--- config.mk ---
export PLATFORM = sky130hd
export DESIGN_NAME = dns_qname_label_encoder
export DESIGN_NICKNAME = d
export VERILOG_FILES = /design/src/sv/dqle_pkg.sv /design/src/sv/dns_qname_label_encoder.sv
export SDC_FILE = /design/constraint.sdc
export NUM_CORES = 1
export LEC_CHECK = 0
export ABC_CLOCK_PERIOD_IN_PS = 2600
export BUFFER_PORTS_ARGS = -buffer_cell sky130_fd_sc_hd__buf_2
export CAP_MARGIN = 10
export CORE_ASPECT_RATIO = 0.9
export CORE_UTILIZATION = 30
export CTS_BUF_LIST = sky130_fd_sc_hd__clkbuf_2 sky130_fd_sc_hd__clkbuf_4 sky130_fd_sc_hd__clkbuf_8
export DETAILED_ROUTE_END_ITERATION = 12
export PLACE_DENSITY = 0.44
export SYNTH_ARGS = -nofsm -noshare
export SYNTH_HDL_FRONTEND = slang
export SYNTH_SLANG_ARGS = --single-unit
export TNS_END_PERCENT = 50
--- constraint.sdc ---
create_clock -name clk -period 2.6 [get_ports clk]
set_input_delay 0.13 -clock clk [delete_from_list [all_inputs] [get_ports clk]]
set_output_delay 0.13 -clock clk [all_outputs]
set_load 0.05 [all_outputs]
--- src/sv/dqle_pkg.sv ---
// ----------------------------------------------------------------------------
// dqle_pkg
// shared types and constants of the dns question name encoder
// ----------------------------------------------------------------------------
package dqle_pkg;

  localparam int MAX_LABEL = 32;
  localparam int IDX_W     = (MAX_LABEL > 1) ? $clog2(MAX_LABEL) : 1;
  localparam int CNT_W     = $clog2(MAX_LABEL + 1);
  localparam int PADDR_W   = 3;

  localparam logic [7:0] DOT_CHAR = 8'h2E;

  localparam logic CMD_CHAR = 1'b0;
  localparam logic CMD_END  = 1'b1;

  localparam logic REG_QTYPE  = 1'b0;
  localparam logic REG_QCLASS = 1'b1;

  localparam logic [15:0] QTYPE_A   = 16'd1;
  localparam logic [15:0] QCLASS_IN = 16'd1;

  localparam logic [1:0] FOOT_TYPE_HI  = 2'd0;
  localparam logic [1:0] FOOT_TYPE_LO  = 2'd1;
  localparam logic [1:0] FOOT_CLASS_HI = 2'd2;
  localparam logic [1:0] FOOT_CLASS_LO = 2'd3;

  typedef struct packed {
    logic       cmd;
    logic [7:0] name_char;
  } req_t;

  typedef struct packed {
    logic [7:0] out_byte;
    logic       record_end;
    logic       label_overflow;
  } rsp_t;

  typedef enum logic [4:0] {
    S_IDLE = 5'b00001,
    S_LEN  = 5'b00010,
    S_CHAR = 5'b00100,
    S_TERM = 5'b01000,
    S_FOOT = 5'b10000
  } state_t;

endpackage

--- src/sv/dns_qname_label_encoder.sv ---
// ----------------------------------------------------------------------------
// dns_qname_label_encoder
// dotted domain name in, dns question record in wire format out
// ----------------------------------------------------------------------------
// A name character is taken and produces nothing; it is held in a
// 32-entry label buffer, and characters past the buffer size are dropped with
// a sticky overflow flag. A dot holding n buffered characters keeps the request
// side stalled while the length byte and the characters leave; an end-of-name
// request sends the length byte and the characters (none when the label is
// empty), then the zero terminator and the big-endian type and class. Every
// result byte passes through one sequencer and one output register, so the
// output rate is one byte per cycle while the response side does not stall.
// ----------------------------------------------------------------------------
module dns_qname_label_encoder import dqle_pkg::*; (
  input  logic               clk,
  input  logic               rst,
  input  logic               req_valid,
  output logic               req_stall,
  input  req_t               req_data,
  output logic               rsp_valid,
  input  logic               rsp_stall,
  output rsp_t               rsp_data,
  input  logic               psel,
  input  logic               penable,
  input  logic               pwrite,
  input  logic [PADDR_W-1:0] paddr,
  input  logic [31:0]        pwdata,
  output logic [31:0]        prdata,
  output logic               pready
);

  state_t           state, state_next;
  logic [7:0]       label_buffer [MAX_LABEL];
  logic [CNT_W-1:0] label_count;
  logic             overflow_seen;
  logic [IDX_W-1:0] idx;
  logic [1:0]       foot_idx;
  logic             end_mode;
  logic             emit_ovf;
  logic [15:0]      type_code;
  logic [15:0]      class_code;

  logic             req_fire;
  logic             out_free;
  logic             emit;
  logic [7:0]       emit_byte;
  logic             emit_last;
  logic             label_done;
  logic             cfg_wr;

  assign pready    = 1'b1;
  assign req_stall = (state != S_IDLE);
  assign req_fire  = req_valid && !req_stall;
  assign out_free  = !rsp_valid || !rsp_stall;
  assign emit      = out_free && (state != S_IDLE);
  assign cfg_wr    = psel && penable && pwrite && pready;

  assign label_done = (CNT_W'({1'b0, idx}) + CNT_W'(1)) == label_count;

  // config registers
  always_ff @(posedge clk) begin
    if (rst) begin
      type_code  <= QTYPE_A;
      class_code <= QCLASS_IN;
    end else if (cfg_wr) begin
      unique case (paddr[2])
        REG_QTYPE:  type_code  <= pwdata[15:0];
        REG_QCLASS: class_code <= pwdata[15:0];
        default:    ;
      endcase
    end
  end

  always_comb begin
    unique case (paddr[2])
      REG_QTYPE:  prdata = {16'd0, type_code};
      REG_QCLASS: prdata = {16'd0, class_code};
      default:    prdata = 32'd0;
    endcase
  end

  // byte selection
  always_comb begin
    emit_byte = 8'd0;
    emit_last = 1'b0;
    unique case (state)
      S_LEN:  emit_byte = 8'(label_count);
      S_CHAR: emit_byte = label_buffer[idx];
      S_TERM: emit_byte = 8'd0;
      S_FOOT: begin
        case (foot_idx)
          FOOT_TYPE_HI:  emit_byte = type_code[15:8];
          FOOT_TYPE_LO:  emit_byte = type_code[7:0];
          FOOT_CLASS_HI: emit_byte = class_code[15:8];
          default: begin
            emit_byte = class_code[7:0];
            emit_last = 1'b1;
          end
        endcase
      end
      default: ;
    endcase
  end

  // sequencer
  always_comb begin
    state_next = state;
    unique case (state)
      S_IDLE: begin
        if (req_fire) begin
          if (req_data.cmd == CMD_END) begin
            state_next = (label_count != '0) ? S_LEN : S_TERM;
          end else if (req_data.name_char == DOT_CHAR) begin
            state_next = S_LEN;
          end
        end
      end
      S_LEN: begin
        if (emit) begin
          if (label_count != '0) state_next = S_CHAR;
          else if (end_mode)     state_next = S_TERM;
          else                   state_next = S_IDLE;
        end
      end
      S_CHAR: begin
        if (emit && label_done) state_next = end_mode ? S_TERM : S_IDLE;
      end
      S_TERM: begin
        if (emit) state_next = S_FOOT;
      end
      S_FOOT: begin
        if (emit && emit_last) state_next = S_IDLE;
      end
      default: state_next = S_IDLE;
    endcase
  end

  always_ff @(posedge clk) begin
    if (rst) begin
      state         <= S_IDLE;
      label_count   <= '0;
      overflow_seen <= 1'b0;
      idx           <= '0;
      foot_idx      <= '0;
      end_mode      <= 1'b0;
      emit_ovf      <= 1'b0;
      rsp_valid     <= 1'b0;
    end else begin
      state <= state_next;

      if (req_fire) begin
        idx <= '0;
        if (req_data.cmd == CMD_END) begin
          end_mode <= 1'b1;
          emit_ovf <= overflow_seen;
        end else if (req_data.name_char == DOT_CHAR) begin
          end_mode <= 1'b0;
          emit_ovf <= 1'b0;
        end else if (label_count < CNT_W'(MAX_LABEL)) begin
          label_count <= label_count + CNT_W'(1);
        end else begin
          overflow_seen <= 1'b1;
        end
      end

      if (emit) begin
        rsp_valid <= 1'b1;
        if (state == S_LEN && label_count == '0) label_count <= '0;
        if (state == S_CHAR) begin
          idx <= idx + IDX_W'(1);
          if (label_done) label_count <= '0;
        end
        if (state == S_TERM) foot_idx <= '0;
        if (state == S_FOOT) begin
          foot_idx <= foot_idx + 2'd1;
          if (emit_last) begin
            overflow_seen <= 1'b0;
            label_count   <= '0;
          end
        end
      end else if (rsp_valid && !rsp_stall) begin
        rsp_valid <= 1'b0;
      end
    end
  end

  // label store and output payload
  always_ff @(posedge clk) begin
    if (req_fire && req_data.cmd == CMD_CHAR && req_data.name_char != DOT_CHAR &&
        label_count < CNT_W'(MAX_LABEL)) begin
      label_buffer[label_count[IDX_W-1:0]] <= req_data.name_char;
    end
    if (emit) begin
      rsp_data.out_byte       <= emit_byte;
      rsp_data.record_end     <= emit_last;
      rsp_data.label_overflow <= emit_ovf;
    end
  end

  a_count_bound: assert property (@(posedge clk) disable iff (rst)
    label_count <= CNT_W'(MAX_LABEL))
    else $error("label count beyond capacity");

  a_record_close: assert property (@(posedge clk) disable iff (rst)
    (state == S_FOOT && emit && emit_last) |=>
      (state == S_IDLE && label_count == '0 && !overflow_seen && rsp_valid &&
       rsp_data.record_end))
    else $error("record end did not clear name state");

  a_ovf_only_end: assert property (@(posedge clk) disable iff (rst)
    (emit && emit_ovf) |-> end_mode)
    else $error("overflow flag on a dot label");

  a_busy_on_output: assert property (@(posedge clk) disable iff (rst)
    (state == S_IDLE && req_fire && req_data.cmd == CMD_END) |=> req_stall)
    else $error("end of name not held busy");

endmodule
* Word-level counts from Yosys, hierarchy flattened
Memories as Yosys holds them, arrays and structs flattened. A register that Yosys moved wholly into a read port is not among the register bits. Cells that the tools add are included.
Operators by class: $add $sub $neg 4, $lt $le $gt $ge 1, equality and inequality tests 17, multiplexer cells 46, bitwise gates (word level) 2, reduce and logical (&&, ||, !) cells 27
Operators with widths (count):
- one-hot mux 32 bit (2 select lines) | 1
- two-way mux 6 bit | 10
- two-way mux 5 bit | 11
- one-hot mux 8 bit (3 select lines) | 2
- one-hot mux 5 bit (5 select lines) | 1
- two-way mux 1 bit | 16
- two-way mux 4 bit | 3
- logical AND 1 bit | 11
- inequality test 2 bit, second input constant | 5
- == test 8 x 6 -> 1 bit, second input constant | 1
- inequality test 8 x 6 -> 1 bit, second input constant | 1
- AND reduction 2 bit | 4
- adder 5 x 1 -> 6 bit, second input constant | 1
- adder 6 x 1 -> 6 bit, second input constant | 1
- == test 6 bit | 1
- zero test 6 bit | 1
- < comparator 6 bit, second input constant | 1
- AND reduction 6 bit | 1
- nonzero test 2 bit | 3
- nonzero test 6 bit | 1
- adder 5 x 1 -> 5 bit, second input constant | 1
- == test 5 x 1 -> 1 bit, second input constant | 1
- == test 5 x 2 -> 1 bit, second input constant | 1
- == test 5 x 3 -> 1 bit, second input constant | 1
- other kinds (13) | 17
Word-level totals: register bits after elaboration 64, memory bits (writable) 256, bits of input ports 51, output and inout port bits 45, logic and storage cells 111, memories kept 1
Memory list:
- label_buffer | depth 32, bits a word 8, read ports 1, clocked after memory_dff 1, write ports 1, line dns_qname_label_encoder.sv:33 | logic [7:0] label_buffer [MAX_LABEL];

* Longest topological paths before layout
Gate-level depths: netlist (run 1).
depth in word-level cells 11, depth in mapped cells 9, gate-level depth less buffers 8

* Least setup slack after synthesis (run 1)
Ideal clock, no wire load.
kind flip-flop to flip-flop, start point reg state[1], end point reg state[1], library setup time 0.072 ns, arrival 2.348 ns, required time 2.528 ns, setup slack 0.180 ns, cell stages (with the launch flop) 9, path buffers 0, clock period less this slack 2.420 ns, cell sequence dfxtp_1 > nor3_4 > nand2_1 > nand2_1 > clkinv_1 > a21oi_1 > a21oi_1 > o21ai_0 > mux2i_1
On the way: longest elaborated chain between the ends 5, elaborated cells on any way between the ends 20, those cells by class eq/ne (12); mux (2); reduce/logical (6)
Ends and longest elaborated chain:
- from (decl) | line dns_qname_label_encoder.sv:32 | state_t state, state_next;
- from (signal assigned) | line dns_qname_label_encoder.sv:149 | state <= state_next;
- inequality test 5 x 1 -> 1 bit * | line dns_qname_label_encoder.sv:52 | assign req_stall = (state != S_IDLE);
- via req_stall | line dns_qname_label_encoder.sv:18 | output logic req_stall,
- logical AND 1 bit * | line dns_qname_label_encoder.sv:55 | assign emit = out_free && (state != S_IDLE);
- via emit | line dns_qname_label_encoder.sv:45 | logic emit;
- logical AND 1 bit, on equally long branches | line dns_qname_label_encoder.sv:132, dns_qname_label_encoder.sv:126
- inequality test 2 bit (no source line)
- AND reduction 6 bit (no source line) *
Mark *: on every way through the listed nets, which the timed path passes. The rest lies on a longest branch. A chain may end at the register's enable or synchronous reset.

==> key figures, run 1 <==
Critical path
  – FF-to-FF path depth: 5
  – Worst Setup SP: idx[0]
  – Crit Path Class: reg2reg
  – Critical path required time: 2.95 ns
  – Worst r2r src: idx[0]
  – CP Capture Point: rsp_data[4]
  – Worst Path Arrival: 2.92 ns
  – R2R Path End: rsp_data[4]
  – CP Capture Type: flip-flop
  – CP Launch Type: flip-flop
  – R2r setup slk: 0.03 ns
  – Crit path max fanout: 29

Place
  – Gpl congestion: 0.7789
  – Hpwl dp: 22.18 mm
  – Port buffer count: 60

Clocking
  – Inserted Clock Buffers: 53
  – Root Driver: clkbuf_8
  – H-tree depth: 2
  – CTS tree: done
  – Setup Fix Bufs, Post-CTS: 0
  – Bufs on Longest Clock Path: 3
  – CTS clock-pin slew for the worst setup and hold paths: 0.06 ns
  – Clk Latency, worst-skew pair: 0.61 ns
  – Clock tree sinks: 320

Layout
  – Layout cell share with drive strength beyond 1: 0.3136
  – Layout area overhead: 20.10%
  – Commonest cells after routing, fill and taps aside: 266 x edfxtp_1, 88 x nand2_1, 74 x mux4_2
  – FILL cells: 4170
  – Area of the multi-input gates: 0.003948 mm²
  – Most common cell after layout, fill and taps aside: edfxtp_1
  – Post-layout net count: 1052
  – Inserted Diodes: 0
  – Sequential cell area: 0.009076 mm²

Synthesis
  – #FFs+latches synth: 320
  – Post-synthesis cell type count: 54
  – Post-synthesis average cell area: 16.00 µm²
  – Syn Std Cell Area: 0.01333 mm²
  – Mapped Cells: 833
  – Primary FF master, synth: edfxtp_1
  – Post-synthesis sequential area ratio: 0.6802
  – Ys Warns: 0
  – EDFF count, synth: 266
  – Synth async-reset ratio: 0

Routing
  – DRC viols: 0
  – First-iteration detailed-routing DRC count: 557
  – ANT nets after route: 0
  – Vias per Instance: 4.751
  – First-pass DRT Iterations: 5
  – WL final: 33.95 mm
  – WL per Instance: 20.89 µm
  – Vias: 7720

Die
  – Row cnt: 72
  – Core area: 0.04342 mm²
  – Die area: 0.04529 mm²
  – Die width: 224.2 µm
  – Die H: 202.0 µm
  – IO Count: 96
  – Initial core utilization: 0.3070

Status
  – Status: finished clean

Timing
  – Max Slew Vio Count: 0
  – Hold violation total from the final report: 0
  – Setup TNS Final: 0 ns
  – Final Cycle Share: 0.9886
  – Min Tclk post-route: 2.570 ns
  – Clock skew: 0.03167 ns
  – F_max: 389.1 MHz
  – Hold slack: 0.07207 ns
  – Final setup fails: 0
  – Worst-margin pin slew: 0.9147 ns
  – Worst slew margin: 0.3880
  – RSZ-0062 raised after global routing: yes

Power
  – Clk pwr share: 0.376
  – Sw power: 3.172 mW
  – Sequential share of power: 0.495
  – Pleak: 5.285 nW
  – Comb pwr share: 0.129
  – Peak VDD IR: 269.2 µV
  – Internal power: 8.592 mW
  – P per Cell Area: 734.7 mW/mm²
  – Net Sw Frac: 0.2696

Global route
  – Global-route wire length before repair: 50.48 mm
  – Vias in the first global route: 7878
  – GRT Overall Usage: 0.1516
  – Largest net degree at the start of global routing: 45
  – GRT Residual Overflow: 0
  – Initial antenna violation count: 0

Job
  – Max Cap Viol: 0

Hold path
  – Worst Hold Class: in2reg
## metal layers
| layer | routed length, µm | vias to the layer above | track usage |
|---|---|---|---|
| li1 | - | 3525 | - |
| met1 | 16170 | 3922 | 0.2188 |
| met2 | 15160 | 212 | 0.2297 |
| met3 | 1840 | 61 | 0.02820 |
| met4 | 783 | 0 | 0.05005 |
| met5 | 0 | - | 0 |
## synth_stat cells (all sizes together), types with 3 or more instances
library cell / number / area [µm²]
edfxtp: 266 / 7988
nand2: 88 / 330.3
mux4: 76 / 1719
nor2: 64 / 240.2
dfxtp: 54 / 1081
a21oi: 48 / 240.2
buf: 36 / 264.0
clkbuf: 28 / 105.1
mux2: 18 / 202.7
o21ai: 15 / 75.07
ha: 11 / 137.6
nor2b: 11 / 68.82
nand3: 10 / 50.05
a211oi: 9 / 67.56
nand3b: 9 / 67.56
a222oi: 8 / 80.08
inv: 8 / 30.03
mux2i: 7 / 70.07
nor3: 7 / 56.31
a22oi: 6 / 45.04
nand2b: 6 / 37.54
xor2: 6 / 52.55
xnor2: 5 / 43.79
a221o: 3 / 30.03
a32oi: 3 / 26.28
nand4: 3 / 18.77
o31ai: 3 / 22.52
## kinds of logic after synthesis
logic type      Yosys count  synth area share
buf+inv                  73           0.03022
simple gates            208           0.07067
flops                   320            0.6802
mux                     101            0.1494
fa+ha+maj                11           0.01032
xor+xnor                 11          0.007226
compound gates          107           0.05134
other cells               2         0.0005633
## repair_timing
item,in CTS,in global routing
endpoints found under the setup margin,0,45
gates resized for setup,0,10
hold endpoints to repair,47,0
hold buffers,23,0
## final cells by class
class / count / share of cell area
repair buffers: 151 / 0.07127
inverters: 9 / 0.002110
flip-flops and latches: 320 / 0.5669
clock inverters: 16 / 0.005079
multi-input cells: 455 / 0.2465
well taps: 592 / 0.04626
clock buffers: 82 / 0.06189
## power groups by stage
stage               clock, mW  sequential [mW]  combinational (mW)
finish                   4.42             5.83                1.51
global route             4.74             5.84                1.62
CTS                      4.55             5.83                1.52
detailed placement          0             5.94                1.48
global placement            0             5.94                1.47
floorplan                   0             6.24               0.632
## registers in the layout, summed over array words and instances, names as in the netlist
name           cells
label_buffer     256
label_count        6
state              5
emit_ovf           1
overflow_seen      1
type_code         16
rsp_valid          1
rsp_data          10
class_code        16
end_mode           1
idx                5
foot_idx           2
## per-stage QoR
step,util,power [mW],worst slack (ns),area (µm²),std cells
6_report,0.3687,11.76,0.02975,16010,1625
5_1_grt,0.3687,12.20,-0.03356,16010,1625
4_1_cts,0.3680,11.90,0.02003,15980,1625
3_5_place_dp,0.3380,7.421,0.003760,14680,1504
3_3_place_gp,0.3380,7.420,-0.02942,14680,1504
2_1_floorplan,-,6.873,0.1801,13390,848
## critical path, cell delays in order, from the launching register on
cell     delay, ns
dfxtp_4       0.44
buf_12        0.27
mux4_2        0.60
mux4_2        0.52
a21oi_1       0.32
o31ai_1       0.13
## how the worst min path moves through the flow
stage                     slack, ns        start  cells past startpoint                  end
after floorplan                0.23  req_data[0]                      0   label_buffer[0][0]
after global placement         0.39    pwdata[9]                      3         type_code[9]
after detailed placement       0.39   pwdata[14]                      3        type_code[14]
after CTS                      0.03  req_data[7]                      2  label_buffer[24][7]
after global routing           0.07  req_data[7]                      2   label_buffer[2][7]
final                          0.07  req_data[7]                      2  label_buffer[28][7]
Note: power is estimated with default switching activity, not from simulation.
==> run 2, diff against run 1 <==
--- a/config.mk
+++ b/config.mk
@@ -10,8 +10,8 @@
 export CAP_MARGIN = 10
 export CORE_ASPECT_RATIO = 0.9
-export CORE_UTILIZATION = 30
+export CORE_UTILIZATION = 50
 export CTS_BUF_LIST = sky130_fd_sc_hd__clkbuf_2 sky130_fd_sc_hd__clkbuf_4 sky130_fd_sc_hd__clkbuf_8
 export DETAILED_ROUTE_END_ITERATION = 12
-export PLACE_DENSITY = 0.44
+export PLACE_DENSITY = 0.67
 export SYNTH_ARGS = -nofsm -noshare
 export SYNTH_HDL_FRONTEND = slang
==> constraint.sdc (replaced) <==
create_clock -name clk -period 2.6 [get_ports clk]
set_input_delay 0.13 -clock clk [delete_from_list [all_inputs] [get_ports clk]]
set_output_delay 0.13 -clock clk [all_outputs]
set_load 0.02 [all_outputs]
==> run 2 against run 1 <==
Register-to-register slack better by 0.07 ns; core utilization grew 23 points; sequential share of layout area is 1.4 points higher; combinational power fell by 21%; sequential power barely moved; critical path depth grew 1; flip-flop and latch count stayed put; clock power is 3% lower; die area is 40% lower; fmax increased by 2.9%; critical endpoint is now rsp_data[5]; largest cell class unchanged.
==> key figures, run 2 (synthesized netlist as in run 1, its figures left out) <==
Status
  – Status: finished clean

Critical path
  – R2r setup slk: 0.10 ns (+0.07 ns)
  – Crit Path Class: reg2reg
  – CP peak stage delay: 0.53 ns (-0.07 ns)
  – Worst path cell trace: buf_12 > buf_4 > mux4_2 > mux4_2 > a21oi_1 > o31ai_1
  – CP Capture Point: rsp_data[5]
  – CP Capture Type: flip-flop
  – CP max-delay cell: mux4_2
  – Crit path max fanout: 11 (-62%)
  – CP Launch Type: flip-flop
  – Worst Path Arrival: 2.83 ns (-0.09 ns)
  – CP most frequent cell: mux4_2
  – Worst Path Buf+Inv: 2 (+1)
  – Worst r2r src: idx[0]
  – R2R Path End: rsp_data[5]
  – Critical path required time: 2.93 ns (-0.02 ns)
  – Crit-path leading delay family: multiplexers
  – WP depth: 6 (+1)
  – Worst Setup SP: idx[0]
  – FF-to-FF path depth: 6 (+1)

Clocking
  – Bufs on Longest Clock Path: 3 (unchanged)
  – Clock tree sinks: 320 (unchanged)
  – CTS clock-pin slew for the worst setup and hold paths: 0.06 ns (about the same)
  – Clk Latency, worst-skew pair: 0.60 ns (about the same)
  – Inserted Clock Buffers: 51 (-3.8%)
  – CTS tree: done
  – H-tree depth: 2 (unchanged)
  – Root Driver: clkbuf_8

Layout
  – Layout area overhead: 17.22%
  – Core Util, Final: 0.5980 (+0.2292)
  – Commonest cells after routing, fill and taps aside: 266 x edfxtp_1, 88 x nand2_1, 74 x mux4_2
  – Most common cell after layout, fill and taps aside: edfxtp_1
  – Max reg flops: 256 (unchanged)
  – Layout cell share with drive strength beyond 1: 0.3135 (about the same)
  – Post-layout net count: 1048 (-0.38%)
  – Inserted Diodes: 0 (unchanged)
  – Final Cell Area: 0.01563 mm² (-2.4%)

Die
  – Core area: 0.02614 mm² (-40%)
  – Die area: 0.02732 mm² (-40%)
  – Initial core utilization: 0.5101 (+0.2031)
  – Die H: 156.9 µm (-22%)
  – IO Count: 96 (unchanged)
  – Die width: 174.1 µm (-22%)
  – Row cnt: 56 (-22%)

Timing
  – Hold violation total from the final report: 0 (unchanged)
  – Min Tclk post-route: 2.497 ns (-0.07286 ns)
  – Worst-margin pin slew: 0.9011 ns (-0.01358 ns)
  – Clock skew: 0.03887 ns (+0.007205 ns)
  – Max Slew Vio Count: 0 (unchanged)
  – Setup TNS Final: 0 ns (unchanged)
  – RSZ-0062 raised after global routing: no
  – F_max: 400.4 MHz (+2.9%)
  – Final Cycle Share: 0.9605 (-0.02802)
  – Worst slew margin: 0.3971 (+0.009089)
  – Final setup fails: 0 (unchanged)

Place
  – Port buffer count: 60 (unchanged)
  – Hpwl dp: 18.79 mm (-15%)
  – Gpl congestion: 0.8202 (+5.3%)
  – Dpl cell area: 0.01435 mm² (-2.3%)

Power
  – Total Power: 11.32 mW (-3.8%)
  – Pleak: 5.244 nW (-0.79%)
  – Peak VDD IR: 387.7 µV (+44%)
  – P per Cell Area: 724.3 mW/mm² (-1.4%)

Routing
  – First-iteration detailed-routing DRC count: 810 (+45%)
  – Vias per Instance: 5.619 (+18%)
  – ANT nets after route: 0 (unchanged)
  – WL per Instance: 21.26 µm (+1.8%)
  – Vias: 7726 (+0.078%)
  – DRC viols: 0 (unchanged)
  – WL final: 29.24 mm (-14%)
  – First-pass DRT Iterations: 8 (+3)

Global route
  – GRT Residual Overflow: 0 (unchanged)
  – Global-route wire length before repair: 44.64 mm (-12%)
  – Largest net degree at the start of global routing: 44 (-2.2%)
  – Vias in the first global route: 7651 (-2.9%)
  – Initial antenna violation count: 0 (unchanged)
  – GRT Overall Usage: 0.2198 (+0.06824)

Job
  – Max Cap Viol: 0 (unchanged)

Hold path
  – Worst Hold Class: in2reg
## run 2: cell count changes in the layout (fill, tap and decap cells not counted), sizes merged
cell / before / now
clkbuf: 82 / 76
inv: 8 / 11
dlygate4sd3: 23 / 21
bufinv: 0 / 1
clkinv: 16 / 15
clkinvlp: 1 / 0
## run 2: layout make-up
class | instances | area [µm²]
fillers | 2012 | 10510
flip-flops and latches | 320 | 9074
multi-input cells | 455 | 3953
repair buffers | 149 | 1096
clock buffers | 76 | 914.6
well taps | 348 | 435.4
clock inverters | 18 | 121.4
inverters | 9 | 33.78
## run 2: timing repair
item	4_1_cts	5_1_grt
resized for setup	0	14
endpoints found under the hold margin	43	0
hold buffers	21	0
setup endpoints to repair	0	88
setup buffers	0	0
## run 2: worst min-delay path by stage
stage	start	end	slack [ns]	depth (start not counted)
2_1_floorplan	req_data[0]	label_buffer[0][0]	0.23	0
4_1_cts	penable	class_code[4]	0.02	5
6_report	penable	class_code[4]	0.04	5
3_5_place_dp	pwdata[0]	class_code[0]	0.37	3
3_3_place_gp	pwdata[0]	type_code[0]	0.37	3
5_1_grt	req_data[7]	label_buffer[14][7]	0.05	2
## run 2: per-layer routing
layer / up-vias / track usage / routed length [µm]
met5: - / 0 / 0
met4: 0 / 0.06850 / 548
met3: 45 / 0.04348 / 2174
met2: 308 / 0.3375 / 13480
met1: 3850 / 0.3191 / 13040
li1: 3523 / - / -
## run 2: stage by stage
stage	std cells	setup WS, ns	hold slack [ns]
2_1_floorplan	848	0.3198	0.2289
3_3_place_gp	1260	0.06011	0.3684
3_5_place_dp	1260	0.04676	0.3745
4_1_cts	1375	0.03323	0.01950
5_1_grt	1375	0.002059	0.05316
6_report	1375	0.1026	0.04085
## run 2: worst min-delay path, delay by kind of cell
| kind | cells | cell delay [ns] |
|---|---|---|
| and+or+nand+nor | 3 | 0.30 |
| AOI/OAI and AO/OA | 1 | 0.05 |
| buffers and inverters | 1 | 0.10 |
## run 2: power by group
part | switching (mW) | total (mW) | internal (mW)
logic | 0.773 | 1.20 | 0.425
clock network | 1.94 | 4.30 | 2.36
registers | 0.0771 | 5.82 | 5.74
==> run 3, diff against run 2 <==
Settings changed: ABC_CLOCK_PERIOD_IN_PS 2600 to not set, CORE_MARGIN set to 8, CORE_UTILIZATION 50 to 25, PLACE_DENSITY 0.67 to 0.39.
==> run 3 against run 2 <==
Non-clock buffer count rose by 33; first-iteration DRC count fell by 27%; hold slack improved by 0.011 ns; register-to-register slack barely moved.
==> key figures, run 3 (synthesized netlist as in run 1, its figures left out) <==
Timing
  – Min Tclk post-route: 2.508 ns (+0.01067 ns)
  – Max Slew Vio Count: 0 (unchanged)
  – RSZ-0062 raised after global routing: no
  – Final setup fails: 0 (unchanged)
  – Worst-margin pin slew: 0.8690 ns (-0.03206 ns)
  – Worst slew margin: 0.4057 (+0.008610)
  – Clock skew: 0.04683 ns (+0.007957 ns)
  – Final Cycle Share: 0.9646 (+0.004103)
  – F_max: 398.7 MHz (-0.43%)
  – Hold violation total from the final report: 0 (unchanged)
  – Setup TNS Final: 0 ns (unchanged)

Power
  – P per Cell Area: 698.5 mW/mm² (-3.6%)
  – Peak VDD IR: 466.4 µV (+20%)
  – Pleak: 5.413 nW (+3.2%)
  – Total Power: 11.48 mW (+1.4%)

Layout
  – Max reg flops: 256 (unchanged)
  – Most common cell after layout, fill and taps aside: edfxtp_1
  – Layout cell share with drive strength beyond 1: 0.3268 (+0.01323)
  – Sequential cell area: 0.009076 mm² (about the same)
  – Commonest cells after routing, fill and taps aside: 266 x edfxtp_1, 88 x nand2_1, 78 x buf_4
  – Layout area overhead: 23.27%
  – Post-layout net count: 1084 (+3.4%)
  – Core Util, Final: 0.3109 (-0.2870)
  – FILL cells: 5270 (+160%)
  – Area of the multi-input gates: 0.003976 mm² (+0.60%)

Clocking
  – Inserted Clock Buffers: 54 (+5.9%)
  – CTS clock-pin slew for the worst setup and hold paths: 0.06 ns (about the same)
  – Root Driver: clkbuf_8
  – CTS tree: done
  – Clk Latency, worst-skew pair: 0.65 ns (+0.05 ns)
  – Bufs on Longest Clock Path: 3 (unchanged)
  – Setup Fix Bufs, Post-CTS: 0 (unchanged)
  – Clock tree sinks: 320 (unchanged)
  – H-tree depth: 2 (unchanged)

Global route
  – Initial antenna violation count: 0 (unchanged)
  – Largest net degree at the start of global routing: 35 (-20%)
  – Global-route wire length before repair: 55.45 mm (+24%)
  – GRT Residual Overflow: 0 (unchanged)
  – GRT Overall Usage: 0.1209 (-0.09895)
  – Vias in the first global route: 8306 (+8.6%)

Die
  – Die H: 235.1 µm (+50%)
  – Core area: 0.05285 mm² (+100%)
  – Row cnt: 80 (+43%)
  – IO Count: 96 (unchanged)
  – Initial core utilization: 0.2522 (-0.2579)
  – Die width: 259.4 µm (+49%)
  – Die area: 0.06098 mm² (+120%)

Job
  – Max Cap Viol: 0 (unchanged)

Critical path
  – R2r setup slk: 0.09 ns (about the same)
  – CP Launch Type: flip-flop
  – Crit path max fanout: 11 (unchanged)
  – Critical path required time: 2.95 ns (+0.02 ns)
  – Crit Path Class: reg2reg
  – Worst Path Arrival: 2.86 ns (+0.03 ns)
  – CP Capture Type: flip-flop

Routing
  – ANT nets after route: 0 (unchanged)
  – First-iteration detailed-routing DRC count: 591 (-27%)
  – First-pass DRT Iterations: 5 (-3)
  – Vias per Instance: 4.448 (-21%)
  – Vias: 7842 (+1.5%)
  – WL final: 37.10 mm (+27%)
  – WL per Instance: 21.04 µm (-1.0%)
  – DRC viols: 0 (unchanged)

Hold path
  – Worst Hold Class: in2reg

Place
  – Port buffer count: 60 (unchanged)
  – Gpl congestion: 0.7568 (-7.7%)
  – Hpwl dp: 24.86 mm (+32%)

Status
  – Status: finished clean
==> run 3: cell count changes in the layout (fill, tap and decap cells not counted), sizes merged <==
cell / change
buf: +22
clkbuf: -8
clkinv: +14
diode: +1
dlygate4sd3: +11
inv: -1
==> run 3: metrics by stage <==
step	std cells	instance area [µm²]	setup WS, ns	hold WS, ns
floorplan	848	13390	0.3198	0.2289
global placement	1631	15020	-0.1202	0.3649
detailed placement	1631	15020	-0.1540	0.3652
CTS	1762	16390	0.007533	0.0002385
global route	1762	16430	0.01713	0.03184
finish	1763	16430	0.09194	0.05204
==> run 3: cell type report <==
cell class	count	share of cell area
flip-flops and latches	320	0.5523
multi-input cells	455	0.2420
repair buffers	182	0.08802
well taps	697	0.05307
clock buffers	68	0.05162
clock inverters	31	0.01081
inverters	9	0.002056
diodes	1	0.0001523
==> run 3: critical path, stage by stage (launching register included) <==
cell	delay [ns]
dfxtp_4	0.37
buf_12	0.18
mux4_2	0.57
nor2b_1	0.16
a211oi_1	0.28
buf_4	0.18
a2111oi_0	0.15
a221o_1	0.32
==> run 3: final timing paths <==
kind          startpoint             endpoint  depth (start not counted)
min          req_data[5]  label_buffer[11][5]                          2
max               idx[0]          rsp_data[6]                          7
min reg2reg     emit_ovf          rsp_data[0]                          0
max reg2reg       idx[0]          rsp_data[6]                          7
==> run 3: timing repair <==
item,CTS,global route
hold buffers,32,0
setup endpoints to repair,58,112
resized for setup,9,15
hold endpoints to repair,99,0
==> run 3: report_power, final <==
part	total [mW]	switching (mW)	internal, mW
clock network	4.32	2.07	2.25
registers	5.82	0.0797	5.74
logic	1.33	0.841	0.493
==> run 3: routing by layer <==
| layer | track usage | up-vias | routed length (µm) |
|---|---|---|---|
| met3 | 0.02925 | 62 | 1957 |
| met5 | 0 | - | 0 |
| met2 | 0.1842 | 176 | 16600 |
| li1 | - | 3603 | - |
| met1 | 0.1684 | 4001 | 17700 |
| met4 | 0.03693 | 0 | 841 |
